[src/twg_pkg.sv]
`timescale 1ns / 1ps
// twg_pkg: types, codes and defaults shared by the ternary-weight GEMM block.
// No dependencies.
package twg_pkg;

    localparam int DEF_MAX_INNER   = 1024;
    localparam int DEF_MAX_COLUMNS = 4096;

    localparam int INNER_W = 11;
    localparam int COLS_W  = 13;
    localparam int ROWS_W  = 16;
    localparam int CFG_W   = 16;
    localparam int CIDX_W  = 2;
    localparam int SUM_W   = 19;
    localparam int COLIDX_W = 12;

    localparam logic [INNER_W-1:0] RST_INNER = 11'd64;
    localparam logic [COLS_W-1:0]  RST_COLS  = 13'd4;
    localparam logic [ROWS_W-1:0]  RST_ROWS  = 16'd1;

    localparam logic [CIDX_W-1:0] CFG_INNER_LENGTH = 2'd0;
    localparam logic [CIDX_W-1:0] CFG_COLUMN_COUNT = 2'd1;
    localparam logic [CIDX_W-1:0] CFG_ROW_COUNT    = 2'd2;

    localparam logic CMD_LOAD   = 1'b0;
    localparam logic CMD_WEIGHT = 1'b1;

    localparam logic [1:0] CODE_ADD = 2'b01;
    localparam logic [1:0] CODE_SUB = 2'b10;

    typedef struct packed {
        logic              command;
        logic signed [7:0] activation_0;
        logic signed [7:0] activation_1;
        logic signed [7:0] activation_2;
        logic signed [7:0] activation_3;
        logic [7:0]        weight_byte;
    } t_in_word;

    typedef struct packed {
        logic signed [SUM_W-1:0] dot_sum;
        logic [COLIDX_W-1:0]     column_index;
        logic                    row_done;
        logic                    matrix_done;
    } t_out_word;

    typedef struct packed {
        logic                store_wr;
        logic                store_rd;
        logic                acc_go;
        logic                col_last;
        logic [3:0]          lane_en;
        logic [COLIDX_W-1:0] column_index;
        logic                row_done;
        logic                matrix_done;
    } t_dp_cmd;

    typedef struct packed {
        logic out_free;
    } t_dp_status;

endpackage

[src/twg_ctrl.sv]
`timescale 1ns / 1ps
// twg_ctrl: config registers, load/weight/column/row counters and the item FSM.
// Depends on twg_pkg.
module twg_ctrl #(
    parameter int MAX_INNER   = twg_pkg::DEF_MAX_INNER,
    parameter int MAX_COLUMNS = twg_pkg::DEF_MAX_COLUMNS
) (
    input  logic                        i_clk,
    input  logic                        i_rst_n,
    input  logic                        i_cfg_we,
    input  logic [twg_pkg::CIDX_W-1:0]  i_cfg_index,
    input  logic [twg_pkg::CFG_W-1:0]   i_cfg_wdata,
    input  logic                        i_valid,
    input  logic                        i_command,
    output logic                        o_stall,
    output twg_pkg::t_dp_cmd            o_cmd,
    output logic [((((MAX_INNER+3)/4) > 1) ? $clog2((MAX_INNER+3)/4) : 1)-1:0] o_addr,
    input  twg_pkg::t_dp_status         i_status
);
    import twg_pkg::*;

    localparam int DEPTH = (MAX_INNER + 3) / 4;
    localparam int PW    = (DEPTH > 1) ? $clog2(DEPTH) : 1;
    localparam int KW    = $clog2(MAX_INNER + 1);
    localparam int CMAX  = (MAX_COLUMNS > 8191) ? 8191 : MAX_COLUMNS;
    localparam int CW    = (CMAX > 1) ? $clog2(CMAX) : 1;
    localparam int EW    = $clog2(CMAX + 1);

    localparam logic S_IDLE = 1'b0;
    localparam logic S_ACC  = 1'b1;

    logic               r_state;
    logic [INNER_W-1:0] r_inner;
    logic [COLS_W-1:0]  r_cols;
    logic [ROWS_W-1:0]  r_rows;
    logic [PW-1:0]      r_lpos;
    logic [PW-1:0]      r_wpos;
    logic [CW-1:0]      r_col;
    logic [ROWS_W-1:0]  r_row;

    logic [3:0]          r_lane_en;
    logic                r_last;
    logic [COLIDX_W-1:0] r_colidx;
    logic                r_row_done;
    logic                r_mat_done;

    logic [KW-1:0]     eff_k;
    logic [KW-1:0]     groups;
    logic [EW-1:0]     eff_cols;
    logic [ROWS_W-1:0] eff_rows;
    logic [PW-1:0]     lpos;
    logic              accept;
    logic              last_group;
    logic              row_last;
    logic              mat_last;
    logic [3:0]        n_lane;

    always_comb begin
        if (r_inner == '0) begin
            eff_k = KW'(1);
        end else if (32'(r_inner) > 32'(MAX_INNER)) begin
            eff_k = KW'(MAX_INNER);
        end else begin
            eff_k = KW'(r_inner);
        end
        if (r_cols == '0) begin
            eff_cols = EW'(1);
        end else if (32'(r_cols) > 32'(CMAX)) begin
            eff_cols = EW'(CMAX);
        end else begin
            eff_cols = EW'(r_cols);
        end
        eff_rows = (r_rows == '0) ? ROWS_W'(1) : r_rows;
        groups   = KW'((32'(eff_k) + 32'd3) >> 2);
    end

    assign lpos       = (32'(r_lpos) >= 32'(groups)) ? '0 : r_lpos;
    assign last_group = (32'(r_wpos) + 32'd1) >= 32'(groups);
    assign row_last   = (32'(r_col) + 32'd1) >= 32'(eff_cols);
    assign mat_last   = row_last && ((32'(r_row) + 32'd1) >= 32'(eff_rows));

    always_comb begin
        for (int i = 0; i < 4; i++) begin
            n_lane[i] = (32'(r_wpos) < 32'(groups))
                     && (((32'(r_wpos) << 2) + 32'(i)) < 32'(eff_k));
        end
    end

    assign o_stall = (r_state != S_IDLE);
    assign accept  = i_valid && !o_stall;

    always_ff @(posedge i_clk) begin
        if (!i_rst_n) begin
            r_inner <= RST_INNER;
            r_cols  <= RST_COLS;
            r_rows  <= RST_ROWS;
        end else if (i_cfg_we) begin
            unique case (i_cfg_index)
                CFG_INNER_LENGTH: r_inner <= i_cfg_wdata[INNER_W-1:0];
                CFG_COLUMN_COUNT: r_cols  <= i_cfg_wdata[COLS_W-1:0];
                CFG_ROW_COUNT:    r_rows  <= i_cfg_wdata[ROWS_W-1:0];
                default: ;
            endcase
        end
    end

    always_ff @(posedge i_clk) begin
        if (!i_rst_n) begin
            r_state <= S_IDLE;
            r_lpos  <= '0;
            r_wpos  <= '0;
            r_col   <= '0;
            r_row   <= '0;
        end else begin
            unique case (r_state)
                S_IDLE: begin
                    if (accept && i_command == CMD_LOAD) begin
                        r_lpos <= ((32'(lpos) + 32'd1) >= 32'(groups)) ? '0 : lpos + 1'b1;
                    end else if (accept) begin
                        r_state <= S_ACC;
                        if (!last_group) begin
                            r_wpos <= r_wpos + 1'b1;
                        end else begin
                            r_wpos <= '0;
                            if (row_last) begin
                                r_col  <= '0;
                                r_lpos <= '0;
                                r_row  <= mat_last ? '0 : r_row + 1'b1;
                            end else begin
                                r_col <= r_col + 1'b1;
                            end
                        end
                    end
                end
                S_ACC: begin
                    if (!r_last || i_status.out_free) begin
                        r_state <= S_IDLE;
                    end
                end
                default: r_state <= S_IDLE;
            endcase
        end
    end

    always_ff @(posedge i_clk) begin
        if (accept && i_command == CMD_WEIGHT) begin
            r_lane_en  <= n_lane;
            r_last     <= last_group;
            r_colidx   <= COLIDX_W'(r_col);
            r_row_done <= row_last;
            r_mat_done <= mat_last;
        end
    end

    always_comb begin
        o_cmd.store_wr     = accept && (i_command == CMD_LOAD);
        o_cmd.store_rd     = accept && (i_command == CMD_WEIGHT);
        o_cmd.acc_go       = (r_state == S_ACC);
        o_cmd.col_last     = r_last;
        o_cmd.lane_en      = r_lane_en;
        o_cmd.column_index = r_colidx;
        o_cmd.row_done     = r_row_done;
        o_cmd.matrix_done  = r_mat_done;
        o_addr             = (i_command == CMD_WEIGHT) ? r_wpos : lpos;
    end

endmodule

[config.mk]
export PLATFORM = sky130hd
export DESIGN_NAME = twg_ctrl
export DESIGN_NICKNAME = d
export VERILOG_FILES = /design/src/twg_pkg.sv /design/src/twg_ctrl.sv
export SDC_FILE = /design/constraint.sdc
export NUM_CORES = 1
export LEC_CHECK = 0
export ABC_AREA = 1
export BUFFER_PORTS_ARGS = -buffer_cell sky130_fd_sc_hd__buf_2
export CAP_MARGIN = 10
export CELL_PAD_IN_SITES_DETAIL_PLACEMENT = 1
export CELL_PAD_IN_SITES_GLOBAL_PLACEMENT = 1
export CORE_ASPECT_RATIO = 0.6
export CORE_MARGIN = 2
export CORE_UTILIZATION = 32
export CTS_BUF_LIST = sky130_fd_sc_hd__clkbuf_2
export DETAILED_ROUTE_END_ITERATION = 12
export GPL_TIMING_DRIVEN = 0
export PLACE_DENSITY = 0.63
export SLEW_MARGIN = 20
export SYNTH_ARGS = -nofsm -noshare
export SYNTH_HDL_FRONTEND = slang
export SYNTH_SLANG_ARGS = --single-unit
[constraint.sdc]
create_clock -name i_clk -period 6.6 [get_ports i_clk]
set_clock_uncertainty 0.2 [all_clocks]
set_input_delay 1.32 -clock i_clk [delete_from_list [all_inputs] [get_ports i_clk]]
set_output_delay 1.32 -clock i_clk [all_outputs]
set_load 0.01 [all_outputs]
[Word level (Yosys, flattened, before mapping)]
Cells that the tools add are included.
Operators by class
  add/sub/neg operators: 12
  magnitude comparators: 12
  eq/ne operators: 2
  muxes and demuxes: 19
  bitwise logic cells: 3
  reduce and logical (&&, ||, !) cells: 25
Operators with widths (count)
  8-bit 2-to-1 mux: 8
  11-bit < comparator: 3
  16-bit 2-to-1 mux: 2
  13-bit 2-to-1 mux: 2
  10-bit by 2-bit adder with 11-bit output (second input constant): 2
  11-bit 2-to-1 mux: 2
  9-bit by 10-bit greater-or-equal comparator with 1-bit output: 2
  8-bit by 1-bit adder with 9-bit output (second input constant): 2
  16-bit by 1-bit adder with 17-bit output (second input constant): 1
  17-bit by 16-bit greater-or-equal comparator with 1-bit output: 1
  16-bit by 1-bit adder with 16-bit output (second input constant): 1
  8-bit by 1-bit adder with 8-bit output (second input constant): 2
  16-bit logical NOT: 1
  12-bit by 1-bit adder with 13-bit output (second input constant): 1
  13-bit greater-or-equal comparator: 1
  13-bit greater-than comparator (second input constant): 1
  13-bit logical NOT: 1
  11-bit by 2-bit adder with 12-bit output (second input constant): 1
  12-bit by 1-bit adder with 12-bit output (second input constant): 1
  12-bit 2-to-1 mux: 1
  10-bit by 1-bit adder with 11-bit output (second input constant): 1
  11-bit greater-than comparator (second input constant): 1
  11-bit logical NOT: 1
  10-bit by 11-bit < comparator with 1-bit output: 1
  16 further kinds: 33
Storage, ports and cells
  register bits: 104
  input bits: 24
  output and inout bits: 31

[Depth between registers and ports, before layout]
  depth after elaboration: 10
  gate-level depth with buffers: 42

[Least setup slack after synthesis]
OpenSTA, ideal clock, no wires.
  path kind: register -> register
  from: reg r_inner[9]
  to: reg r_lpos[0]
  arrival: 4421 ps
  data required time: 6330 ps
  slack: 1908 ps
  cell stages (with the launch flop): 34
  buffers on the path: 1
  cells stage by stage: dfxtp_1 -> nor2_1 -> nand3_1 -> o21bai_4 -> nand2_2 -> nand2_2 -> nand3b_4 -> nor2_4 -> nand2_4 -> nor2_4 -> xor2_1 -> ha_1 -> a21oi_1 -> nand2_1 -> nand2_4 -> buf_8 -> inv_2 -> nor2_1 -> ha_1 -> nand4_1 -> or2_2 -> and2_1 -> ha_1 -> nand2_1 -> nand2_1 -> nand2_1 -> nand2_1 -> nand2_1 -> nand2_1 -> nand2_1 -> nand2_1 -> a21boi_2 -> o21ai_0 -> a21oi_1
Between the ends
  longest elaborated chain between the ends: 10
Ends and longest elaborated chain
  start: declaration: line twg_ctrl.sv:33  | logic [INNER_W-1:0] r_inner;
  start signal: assignment: line twg_ctrl.sv:99  | CFG_INNER_LENGTH: r_inner <= i_cfg_wdata[INNER_W-1:0];
  11-bit greater-than comparator: line twg_ctrl.sv:61  | end else if (32'(r_inner) > 32'(MAX_INNER)) begin
  11-bit 2-to-1 mux: line twg_ctrl.sv:61
  11-bit 2-to-1 mux (*): line twg_ctrl.sv:59  | if (r_inner == '0) begin
  11-bit by 2-bit adder with 12-bit output (*): line twg_ctrl.sv:74  | groups = KW'((32'(eff_k) + 32'd3) >> 2);
  8-bit by 10-bit greater-or-equal comparator with 1-bit output: line twg_ctrl.sv:77  | assign lpos = (32'(r_lpos) >= 32'(groups)) ? '0 : r_lpos;
  8-bit 2-to-1 mux: line twg_ctrl.sv:77
  8-bit by 1-bit adder with 9-bit output: line twg_ctrl.sv:118  | r_lpos <= ((32'(lpos) + 32'd1) >= 32'(groups)) ? '0 : lpos + 1'b1;
  9-bit by 10-bit greater-or-equal comparator with 1-bit output: line twg_ctrl.sv:118
  8-bit 2-to-1 mux: line twg_ctrl.sv:118
  8-bit 2-to-1 mux: line twg_ctrl.sv:117  | if (accept && i_command == CMD_LOAD) begin
  end signal: assignment: line twg_ctrl.sv:118
  end: declaration: line twg_ctrl.sv:36  | logic [PW-1:0] r_lpos;
Every way passes the cells marked *; elsewhere a longest branch is shown, timed or not.
A chain may end at the register's enable or synchronous reset.

[Worst setup path in the final report]
Ends and elaborated chain as after synthesis.

==> results by group <==
Status
  • Status: completed

Place
  • Dpl hpwl: 16.7 mm
  • Dpl ws: 781 ps
  • Port Buf Inserts: 54
  • GPL Wtd Cong: 0.845

Timing
  • Pins Over Slew Limit: 0
  • Period utilization: 89.7%
  • Worst hold margin: 307 ps
  • Worst-Margin Slew: 888 ps
  • Max Clk Rate: 169 MHz
  • Post-layout worst setup margin: 677 ps
  • Rel. slew slack: 40.4%
  • Period minus WS final: 5920 ps
  • Fin. Hold Viols: 0
  • RSZ-0062 raised after global routing: false
  • Sum Neg Setup Slack: 0 ps
  • # setup viols final: 0

Routing
  • DRC violations left: 0
  • DRC marker count from the first detailed-route iteration: 385
  • ANT nets after route: 0
  • First-pass detailed-route iteration total: 5
  • Total routed wirelength: 20.5 mm
  • Vias: 6022
  • WL per Instance: 16.5 um
  • Vias per cell: 4.84

Synthesis
  • Syn Area/Cell: 7.39 um^2
  • Sequential area share after synthesis: 34.1%
  • Syn_nets: 999
  • Ys flop type: dfxtp_1
  • Most frequent cell after synthesis: nand2_1
  • Yosys reg bits: 104
  • Commonest cells post-synth: nand2_1 (159), nor2_1 (117), inv_1 (99)
  • Ys Warns: 0
  • Post-Synthesis Cells: 902
  • Area leader, netlist: dfxtp_1
  • Yosys top cell area share: 25.5%
  • FFs w/ async S/R, synth: 0%
  • Top post-synthesis cells by area: dfxtp_1 (26%), ha_1 (14%), nand2_1 (9.0%), edfxtp_1 (8.6%), nor2_1 (6.6%)
  • Mapped Area: 6670 um^2
  • Yosys cell types: 46
  • EDFF count, synth: 19

Power and ir drop
  • Pwr/cell area: 175 nW/um^2
  • Leak Pwr: 3.45 nW
  • Worst VDD drop: 0.0937 mV
  • Total power: 0.00130 W

Worst setup path
  • Top cell by count, worst path: nand2_1
  • Slowest cell on crit path: dfxtp_1
  • RR Endpoint: r_lpos[0]
  • Setup CP Type: flop to flop
  • R2r setup slk: 680 ps
  • Top delay family on crit path: simple AND/OR/NAND/NOR gates
  • Worst r2r src: r_inner[9]
  • WP data arrival: 6320 ps
  • Worst R2R Path Depth: 35
  • Worst setup EP type: flop
  • Startpoint class of the critical path: flop
  • Buf/Inv on CP: 3
  • CP peak stage delay: 460 ps
  • Worst endpoint required time: 7000 ps
  • Crit-path max FO: 10

Clock tree
  • Worst skew pair latency: 650 ps
  • Clock sink count: 104
  • CTS tree: done
  • Worst-case clock buffer depth: 2
  • Post-CTS Setup Inserts: 0
  • Clk slew on worst S/H paths: 290 ps
  • Hold buffers post-CTS: 0
  • CTS-repair resized insts: 0
  • CTS root buf: clkbuf_2
  • Num CTS Buffers: 9
  • H-tree levels: 3

Die
  • Num rows: 40
  • Die span in x: 190 um
  • Initial Util: 33.0%
  • Die H: 116 um
  • DIE AREA: 22000 um^2
  • Ports: 55
  • Core ar.: 20200 um^2

Finish
  • Multi-input gate area: 3860 um^2
  • Core Util, Final: 36.8%
  • Layout area overhead: 11.6%
  • N_diodes: 0
  • Share of cells above drive strength 1: 10.7%
  • Filler cells: 2537
  • Post-layout nets: 1064
  • Flip-flop and latch area: 2270 um^2

Hold path
  • Hold endpoint: r_lpos[0]
  • Hold Crit Class: flop to flop
  • Hold wc startpoint: r_lpos[0]
  • Hold path depth: 2

GRT
  • Initial antenna violation count: 0
  • Largest net degree at the start of global routing: 30
  • Vias in the first global route: 5765
  • Global-route wire length before repair: 33.1 mm
  • Grt ovf: 0
  • Tot GR Track Use: 19.7%

Job
  • Max-Cap Viols: 0
-- worst max path at each step --
stage          startpoint   endpoint  cells past startpoint
6_report       r_inner[9]  r_lpos[0]                     35
5_1_grt        r_inner[4]  r_lpos[0]                     40
4_1_cts        r_inner[9]  r_lpos[0]                     35
3_5_place_dp   r_inner[9]  r_lpos[7]                     35
3_3_place_gp   r_inner[9]  r_lpos[0]                     35
2_1_floorplan  r_inner[9]  r_lpos[0]                     33
-- cells by family (layout without fill, tap and decap cells) --
| group | Yosys count | after routing | synth area share, % |
|---|---|---|---|
| DFF | 104 | 104 | 34.1 |
| and+or+nand+nor | 384 | 384 | 25.3 |
| xor gates and xnor gates | 32 | 32 | 4.21 |
| AOI/OAI and AO/OA | 177 | 177 | 14.7 |
| adders and majority gates | 73 | 73 | 13.7 |
| buffers and inverters | 132 | 202 | 8.02 |
-- metrics by stage --
step | std cells | instance area [um^2]
floorplan | 902 | 6670
global placement | 1229 | 7280
detailed placement | 1229 | 7280
CTS | 1245 | 7440
global route | 1245 | 7440
finish | 1245 | 7440
-- area by class of cell --
| type | instances | area share [%] |
|---|---|---|
| Timing Repair Buffer | 54 | 3.63 |
| Tap cell | 273 | 4.59 |
| Sequential cell | 104 | 30.6 |
| Multi-Input combinational cell | 666 | 51.9 |
| Buffer | 25 | 1.80 |
| Clock inverter | 5 | 1.38 |
| Inverter | 107 | 5.40 |
| Clock buffer | 11 | 0.740 |
-- metal layers --
layer  wire length, um  vias to the layer above  global-route usage (%)  share of wire [%]
met5                 0                        -                       0                  0
met1             12600                     2777                    33.8                 61
met4               143                        0                    3.41               0.70
li1                  -                     3128                       -                  -
met2              6820                      107                    23.9                 33
met3               956                       10                    3.88                4.7
-- state kept, by name, indices dropped and copies added (netlist names), 4 cells and up --
name,cells
r_row,16
r_cols,13
r_colidx,12
r_wpos,8
r_inner,11
r_lpos,8
r_col,12
r_rows,16
r_lane_en,4
-- where the power goes --
part	internal, W	switching, W
sequential	0.000670	0.0000161
combinational	0.0000718	0.000147
clock	0.000166	0.000228
-- layout by cell type (no fill, tap or decap), types with 2 or more instances in the layout --
cell and count:
o2111ai_1 2, nand4_1 9, nand3_2 3, nor2_4 3, nand2_2 5, nor2_1 117
clkinv_1 7, a21boi_0 3, nand3_1 49, inv_2 2, a21oi_1 81, xnor2_1 5
clkbuf_2 11, inv_1 99, a21oi_2 2, nor4_1 9, nor3_1 17, buf_4 7
o211ai_1 2, clkbuf_1 14, bufinv_16 3, nand2_4 3, and2_1 3, a31oi_1 2
o21a_1 4, xor2_1 27, o21ai_0 72, nand2_1 159, or2_2 2, ha_1 73
dfxtp_1 85, buf_2 56, nand3b_1 2, edfxtp_1 19
-- tightest hold or removal path, delay by kind of cell (launching register included) --
kind	cells	cell delay [ps]
AO/OA/AOI/OAI	1	50
flip-flops	1	390
AND/OR/NAND/NOR	1	70
No activity file was read; power rests on OpenSTA's default activity.
